## config.mk

```make
export PLATFORM = sky130hd
export DESIGN_NAME = quoted_command_line_tokenizer_core
export DESIGN_NICKNAME = d
export VERILOG_FILES = /design/src/design/qclt_pkg.sv /design/src/design/quoted_command_line_tokenizer_core.sv
export SDC_FILE = /design/constraint.sdc
export NUM_CORES = 1
export LEC_CHECK = 0
export BUFFER_PORTS_ARGS = -buffer_cell sky130_fd_sc_hd__buf_2
export CAP_MARGIN = 5
export CORE_UTILIZATION = 50
export CTS_CLUSTER_DIAMETER = 30
export CTS_CLUSTER_SIZE = 20
export DETAILED_ROUTE_END_ITERATION = 7
export HOLD_SLACK_MARGIN = 0.02
export PLACE_DENSITY = 0.7
export SKIP_CTS_REPAIR_TIMING = 1
export SLEW_MARGIN = 20
export SYNTH_ARGS = -nofsm -noshare
export SYNTH_HDL_FRONTEND = slang
export SYNTH_SLANG_ARGS = --single-unit
```

## constraint.sdc

```tcl
create_clock -name clk -period 3.9 [get_ports clk]
set_clock_uncertainty 0.15 [all_clocks]
set_input_delay 0.39 -clock clk [delete_from_list [all_inputs] [get_ports clk]]
set_output_delay 0.39 -clock clk [all_outputs]
set_load 0.03 [all_outputs]
```

## src/design/qclt_pkg.sv

```systemverilog
// ----------------------------------------------------------------------------
// qclt_pkg
// Shared types and character constants for the quoted command line tokenizer.
// ----------------------------------------------------------------------------
package qclt_pkg;

    localparam int CHAR_W      = 16;
    localparam int MAX_RESULTS = 3;
    localparam int RES_IDX_W   = $clog2(MAX_RESULTS);

    localparam logic [CHAR_W-1:0] CH_DQUOTE = 16'h0022;
    localparam logic [CHAR_W-1:0] CH_SQUOTE = 16'h0027;
    localparam logic [CHAR_W-1:0] CH_BSLASH = 16'h005C;
    localparam logic [CHAR_W-1:0] CH_SPACE  = 16'h0020;
    localparam logic [CHAR_W-1:0] CH_NUL    = 16'h0000;

    typedef enum logic [1:0] {
        MODE_OUT    = 2'd0,
        MODE_DOUBLE = 2'd1,
        MODE_SINGLE = 2'd2
    } mode_t;

    typedef enum logic {
        KIND_CHAR = 1'b0,
        KIND_END  = 1'b1
    } kind_t;

endpackage

```

## src/design/quoted_command_line_tokenizer_core.sv

```systemverilog
// ----------------------------------------------------------------------------
// quoted_command_line_tokenizer_core
// Splits a command string into tokens, one 16-bit character per item.
// ----------------------------------------------------------------------------
// Usage: the sender offers one character per item on ch with end_of_string
// set on the final character, under item_valid / item_ready. The block
// returns result items on kind / ch_out / last under result_valid /
// result_ready: token characters (kind 0) and token-end marks (kind 1).
// last marks the final result caused by an input item; an input item may
// cause no result at all, or up to three.
// Path: an accepted item is held in the input register and decoded there
// combinationally; its results are loaded into the result buffer once it is free.
// Throughput: one item per cycle while each item causes at most one result
// and the receiver is ready; an item with several results holds the result
// buffer until each has been taken in turn through the single result port.
// While the receiver stalls, the result buffer holds and the input register
// fills, after which item_ready falls until the buffer drains.
// Reset clears the quote mode, escape and token flags and empties both
// registers; no clearing pass is needed.
// ----------------------------------------------------------------------------
module quoted_command_line_tokenizer_core
    import qclt_pkg::*;
(
    input  logic              clk,
    input  logic              rst_n,
    input  logic              item_valid,
    output logic              item_ready,
    input  logic [CHAR_W-1:0] ch,
    input  logic              end_of_string,
    output logic              result_valid,
    input  logic              result_ready,
    output logic              kind,
    output logic [CHAR_W-1:0] ch_out,
    output logic              last
);

    // Input register
    logic              in_valid_reg;
    logic [CHAR_W-1:0] ch_reg;
    logic              eos_reg;

    // Tokenizer state
    mode_t mode_reg, mode_next;
    logic  esc_reg, esc_next;
    logic  tok_reg, tok_next;

    // Result buffer
    logic [RES_IDX_W-1:0] cnt_reg, cnt_next;
    logic [RES_IDX_W-1:0] idx_reg, idx_next;
    kind_t                buf_kind_reg [MAX_RESULTS];
    logic [CHAR_W-1:0]    buf_ch_reg   [MAX_RESULTS];

    // Decoded results of the held item
    kind_t                dec_kind [MAX_RESULTS];
    logic [CHAR_W-1:0]    dec_ch   [MAX_RESULTS];
    logic [RES_IDX_W-1:0] dec_cnt;

    logic out_fire;
    logic out_done;
    logic buf_free;
    logic load;

    assign result_valid = (cnt_reg != '0);
    assign out_fire     = result_valid && result_ready;
    assign last         = (idx_reg == cnt_reg - RES_IDX_W'(1));
    assign out_done     = out_fire && last;
    assign buf_free     = !result_valid || out_done;
    assign load         = in_valid_reg && buf_free;
    assign item_ready   = !in_valid_reg || load;

    assign kind   = buf_kind_reg[idx_reg];
    assign ch_out = buf_ch_reg[idx_reg];

    // Per-character decision. Results are appended in order to a three-entry
    // list; tok_next follows each append as in the sequential rules.
    always_comb
    begin
        mode_next = mode_reg;
        esc_next  = esc_reg;
        tok_next  = tok_reg;
        dec_cnt   = '0;
        for (int i = 0; i < MAX_RESULTS; i++)
        begin
            dec_kind[i] = KIND_CHAR;
            dec_ch[i]   = CH_NUL;
        end

        if (esc_reg)
        begin
            esc_next = 1'b0;
            // Inside quotes a backslash before an unescapable char is kept.
            if ((mode_reg == MODE_SINGLE && ch_reg != CH_SQUOTE) ||
                (mode_reg == MODE_DOUBLE && ch_reg != CH_DQUOTE &&
                 ch_reg != CH_BSLASH))
            begin
                dec_kind[dec_cnt] = KIND_CHAR;
                dec_ch[dec_cnt]   = CH_BSLASH;
                dec_cnt           = dec_cnt + RES_IDX_W'(1);
            end
            dec_kind[dec_cnt] = KIND_CHAR;
            dec_ch[dec_cnt]   = ch_reg;
            dec_cnt           = dec_cnt + RES_IDX_W'(1);
            tok_next          = 1'b1;
        end
        else if (ch_reg == CH_DQUOTE || ch_reg == CH_SQUOTE)
        begin
            if ((ch_reg == CH_DQUOTE && mode_reg == MODE_DOUBLE) ||
                (ch_reg == CH_SQUOTE && mode_reg == MODE_SINGLE))
            begin
                // A closing quote ends the token even when it is empty.
                mode_next         = MODE_OUT;
                dec_kind[dec_cnt] = KIND_END;
                dec_ch[dec_cnt]   = CH_NUL;
                dec_cnt           = dec_cnt + RES_IDX_W'(1);
                tok_next          = 1'b0;
            end
            else if (mode_reg == MODE_DOUBLE || mode_reg == MODE_SINGLE)
            begin
                dec_kind[dec_cnt] = KIND_CHAR;
                dec_ch[dec_cnt]   = ch_reg;
                dec_cnt           = dec_cnt + RES_IDX_W'(1);
                tok_next          = 1'b1;
            end
            else
            begin
                mode_next = (ch_reg == CH_DQUOTE) ? MODE_DOUBLE : MODE_SINGLE;
            end
        end
        else if (ch_reg == CH_BSLASH)
        begin
            if (eos_reg)
            begin
                dec_kind[dec_cnt] = KIND_CHAR;
                dec_ch[dec_cnt]   = CH_BSLASH;
                dec_cnt           = dec_cnt + RES_IDX_W'(1);
                tok_next          = 1'b1;
            end
            else
            begin
                esc_next = 1'b1;
            end
        end
        else if (ch_reg == CH_SPACE)
        begin
            if (mode_reg == MODE_DOUBLE || mode_reg == MODE_SINGLE)
            begin
                dec_kind[dec_cnt] = KIND_CHAR;
                dec_ch[dec_cnt]   = ch_reg;
                dec_cnt           = dec_cnt + RES_IDX_W'(1);
                tok_next          = 1'b1;
            end
            else if (tok_reg)
            begin
                dec_kind[dec_cnt] = KIND_END;
                dec_ch[dec_cnt]   = CH_NUL;
                dec_cnt           = dec_cnt + RES_IDX_W'(1);
                tok_next          = 1'b0;
            end
        end
        else
        begin
            dec_kind[dec_cnt] = KIND_CHAR;
            dec_ch[dec_cnt]   = ch_reg;
            dec_cnt           = dec_cnt + RES_IDX_W'(1);
            tok_next          = 1'b1;
        end

        // End of string flushes a nonempty token and drops any open quote.
        if (eos_reg)
        begin
            if (tok_next)
            begin
                dec_kind[dec_cnt] = KIND_END;
                dec_ch[dec_cnt]   = CH_NUL;
                dec_cnt           = dec_cnt + RES_IDX_W'(1);
            end
            mode_next = MODE_OUT;
            esc_next  = 1'b0;
            tok_next  = 1'b0;
        end
    end

    always_comb
    begin
        cnt_next = cnt_reg;
        idx_next = idx_reg;
        if (load)
        begin
            cnt_next = dec_cnt;
            idx_next = '0;
        end
        else if (out_done)
        begin
            cnt_next = '0;
            idx_next = '0;
        end
        else if (out_fire)
        begin
            idx_next = idx_reg + RES_IDX_W'(1);
        end
    end

    always_ff @(posedge clk or negedge rst_n)
    begin
        if (!rst_n)
        begin
            in_valid_reg <= 1'b0;
            mode_reg     <= MODE_OUT;
            esc_reg      <= 1'b0;
            tok_reg      <= 1'b0;
            cnt_reg      <= '0;
            idx_reg      <= '0;
        end
        else
        begin
            if (item_ready)
            begin
                in_valid_reg <= item_valid;
            end
            if (load)
            begin
                mode_reg <= mode_next;
                esc_reg  <= esc_next;
                tok_reg  <= tok_next;
            end
            cnt_reg <= cnt_next;
            idx_reg <= idx_next;
        end
    end

    always_ff @(posedge clk)
    begin
        if (item_valid && item_ready)
        begin
            ch_reg  <= ch;
            eos_reg <= end_of_string;
        end
        if (load)
        begin
            for (int i = 0; i < MAX_RESULTS; i++)
            begin
                buf_kind_reg[i] <= dec_kind[i];
                buf_ch_reg[i]   <= dec_ch[i];
            end
        end
    end

endmodule

```

==> summary.md <==
| Metric | Value |
|---|---|
| Io pins | `41` |
| Pwr per Cell Area | `858 nW/um^2` |
| CTS tree | `yes` |
| Footprint of the multi-input gates | `1110 sq um` |
| Worst-path cell chain | `inv_1, ha_1, or3b_2, nor3_1, o21ai_2, o41a_2, and2_2` |
| Routed WL | `5.13 mm` |
| Layout area overhead | `14.2%` |
| Largest register FFs | `32` |
| Total of warnings raised by yosys | `0` |
| Worst skew pair latency | `0.34 ns` |
| Fin crit share | `68.4%` |
| Maxcap violations | `0` |
| WP data required | `3.84 ns` |
| Avg Synthesized Cell Area | `12.4 sq um` |
| Crit path from | `mode_reg[0]$_DFFE_PN0P_` |
| Cell count after synthesis | `241` |
| HP Class | `input pin to flop` |
| Vias | `1923` |
| Drt drc | `0` |
| Iter 0 DRT Violations | `113` |
| Max-slew headroom | `50.8%` |
| Ratio of cells with drive above 1 in the final layout | `25.2%` |
| Final std cells w/o fill | `362` |
| Max stage delay cell, worst path | `or3b_2` |
| H-Tree Depth | `3` |
| Row Count | `27` |
| WL/cell | `14.2 um` |
| Min Tclk post-route | `2.67 ns` |
| Final setup viols | `0` |
| Starting Density | `53.1%` |
| Setup crit end | `buf_ch_reg[0][13]$_DFFE_PP_` |
| R2R cell count | `7` |
| Worst path max stage delay | `0.51 ns` |
| RR Startpoint | `mode_reg[0]$_DFFE_PN0P_` |
| Status | `finished, final reports clean` |
| RePlAce Congestion | `0.872` |
| Setup TNS | `0 ns` |
| Die W | `79.2 um` |
| Worst-margin pin slew | `0.738 ns` |
| Startpoint types | `flop` |
| Max clock buf depth | `2` |
| Mapped Area | `2980 sq um` |
| Initial antenna violation count | `0` |
| Vias in the first global route | `1781` |
| Die height | `79.2 um` |
| P_leak | `1.30 nW` |
| Worst EP arrival | `2.61 ns` |
| Worst setup EP type | `flop` |
| Max FO, Critical Path | `9` |
| Fin nets | `310` |
| Asr flop ratio synth | `14.8%` |
| IO buf count | `40` |
| First-pass GRT wire length | `8.43 mm` |
| Mapped Nets | `265` |
| Remaining global-route overflow | `0` |
| VDD IR max | `522 uV` |
| Clock-pin transition on the worst setup and hold timing paths | `0.07 ns` |
| Placed Instances | `346` |
| Largest net degree at the start of global routing | `38` |
| CP Class | `flop to flop` |
| Clock Sinks | `61` |
| Antenna cell count | `0` |
| Post-synth EDFFs | `52` |
| Endpoints failing hold | `0` |
| Die ar. | `6270 sq um` |
| HPWL Detailed | `3.66 mm` |
| Total CTS buffers | `9` |
| Core area | `5610 sq um` |
| Synth Register Bits | `61` |
| CTS Root Cell | `clkbuf_8` |
| Final core occ | `60.7%` |
| Vias/cell | `5.31` |
| Reg-to-reg setup timing slack | `1.23 ns` |
| Storage cell area | `1790 sq um` |
| Fillcell total | `495` |
| Unrepaired setup endpoints after global routing | `false` |
| Final ANT Viol Nets | `0` |
| Sequential cell area fraction in the yosys report | `60.0%` |
| Tot GR Track Use | `18.7%` |
| DRT Pass-1 Iters | `4` |
| Cell variety after synth | `53` |
| Synth Flop Type | `edfxtp_1` |
| Fmax | `0.375 GHz` |
| Slew Limit Fails | `0` |
| Reg2reg end | `buf_ch_reg[0][13]$_DFFE_PP_` |
layer usage:
layer,track usage (%),part of all wire (%)
met5,0,0
met4,9.09,2.3
met3,6.44,4.9
met2,26.6,44
met1,25.5,49
per-stage QoR:
step	cell area (sq um)	hold WS (ns)	worst slack (ns)	total power, W
after floorplan	2980	-0.0556	0.887	0.00215
after global placement	3240	0.107	1.26	0.00247
after detailed placement	3240	0.108	1.26	0.00249
after CTS	3390	-0.262	1.25	0.00294
after global routing	3400	0.0488	1.08	0.00310
final	3400	0.0715	1.23	0.00292
cell usage in the layout, fill, tap and decap left out, types with 2 or more instances in the layout:
master	netlist	routed
edfxtp_1	52	52
buf_2	1	40
nor2_1	29	29
and2_1	28	28
mux2i_1	18	18
o21ai_0	10	10
nand2_1	9	9
clkbuf_8	1	9
dfrtp_1	9	9
inv_1	7	7
a21oi_1	7	7
o21a_1	5	5
nor4_1	4	4
nor3_1	4	4
or3b_2	3	3
clkinv_1	1	3
ha_1	3	3
clkinv_2	0	3
buf_4	0	3
nand2b_1	2	2
or4_4	2	2
a31oi_1	2	2
and2_2	2	2
xnor2_1	2	2
o31ai_1	2	2
o22ai_1	2	2
a221o_1	2	2
synthesized netlist by cell type, drive strengths merged, types with 5 or more instances:
cell type | n | share of area [%]
a21oi | 7 | 1.2
mux2i | 18 | 6.1
edfxtp | 52 | 52
nor3 | 5 | 1.0
and2 | 30 | 6.4
nor4 | 5 | 1.6
nand2 | 10 | 1.3
inv | 7 | 0.88
o21ai | 12 | 2.1
clkbuf | 8 | 1.3
nor2 | 30 | 4.0
o21a | 5 | 1.3
dfrtp | 9 | 7.6
report_power, final:
group	total, W	switching [W]	leakage (nW)	internal [W]
combinational	0.00127	0.000875	0.602	0.000400
sequential	0.00119	0.000129	0.610	0.00106
clock	0.000450	0.000231	0.0837	0.000219
cell type report:
class	instances	area share [%]
sequential	61	52.5
multi-input combinational	162	32.5
timing repair buffer	44	6.84
clock buffer	9	3.64
tap	72	2.65
clock inverter	6	0.919
inverter	8	0.883
how the worst min path moves through the flow:
stage / start / end / slack (ns) / depth (start not counted)
floorplan: rst_n / cnt_reg[0]$_DFFE_PN0P_ / -0.06 / 0
global placement: rst_n / mode_reg[0]$_DFFE_PN0P_ / 0.11 / 1
detailed placement: rst_n / mode_reg[0]$_DFFE_PN0P_ / 0.11 / 1
CTS: rst_n / mode_reg[0]$_DFFE_PN0P_ / -0.26 / 1
global route: end_of_string / eos_reg$_DFFE_PP_ / 0.05 / 1
finish: end_of_string / eos_reg$_DFFE_PP_ / 0.07 / 1
logic make-up after synthesis:
logic type | Yosys count | synth area share [%]
adders and majority gates | 3 | 1.26
buffers and inverters | 18 | 2.82
xor gates and xnor gates | 3 | 0.883
and+or+nand+nor | 95 | 18.4
AOI/OAI and AO/OA | 43 | 10.6
DFF | 61 | 60.0
muxes | 18 | 6.05
worst max-delay path, delay by kind of cell, from the launching register on:
kind                       cells  cell delay [ns]
AOI/OAI and AO/OA              2             0.55
adders and majority gates      1             0.36
and+or+nand+nor                3             0.93
DFF                            1             0.36
buffers and inverters          1             0.07
No activity file was read; power rests on OpenSTA's default activity.
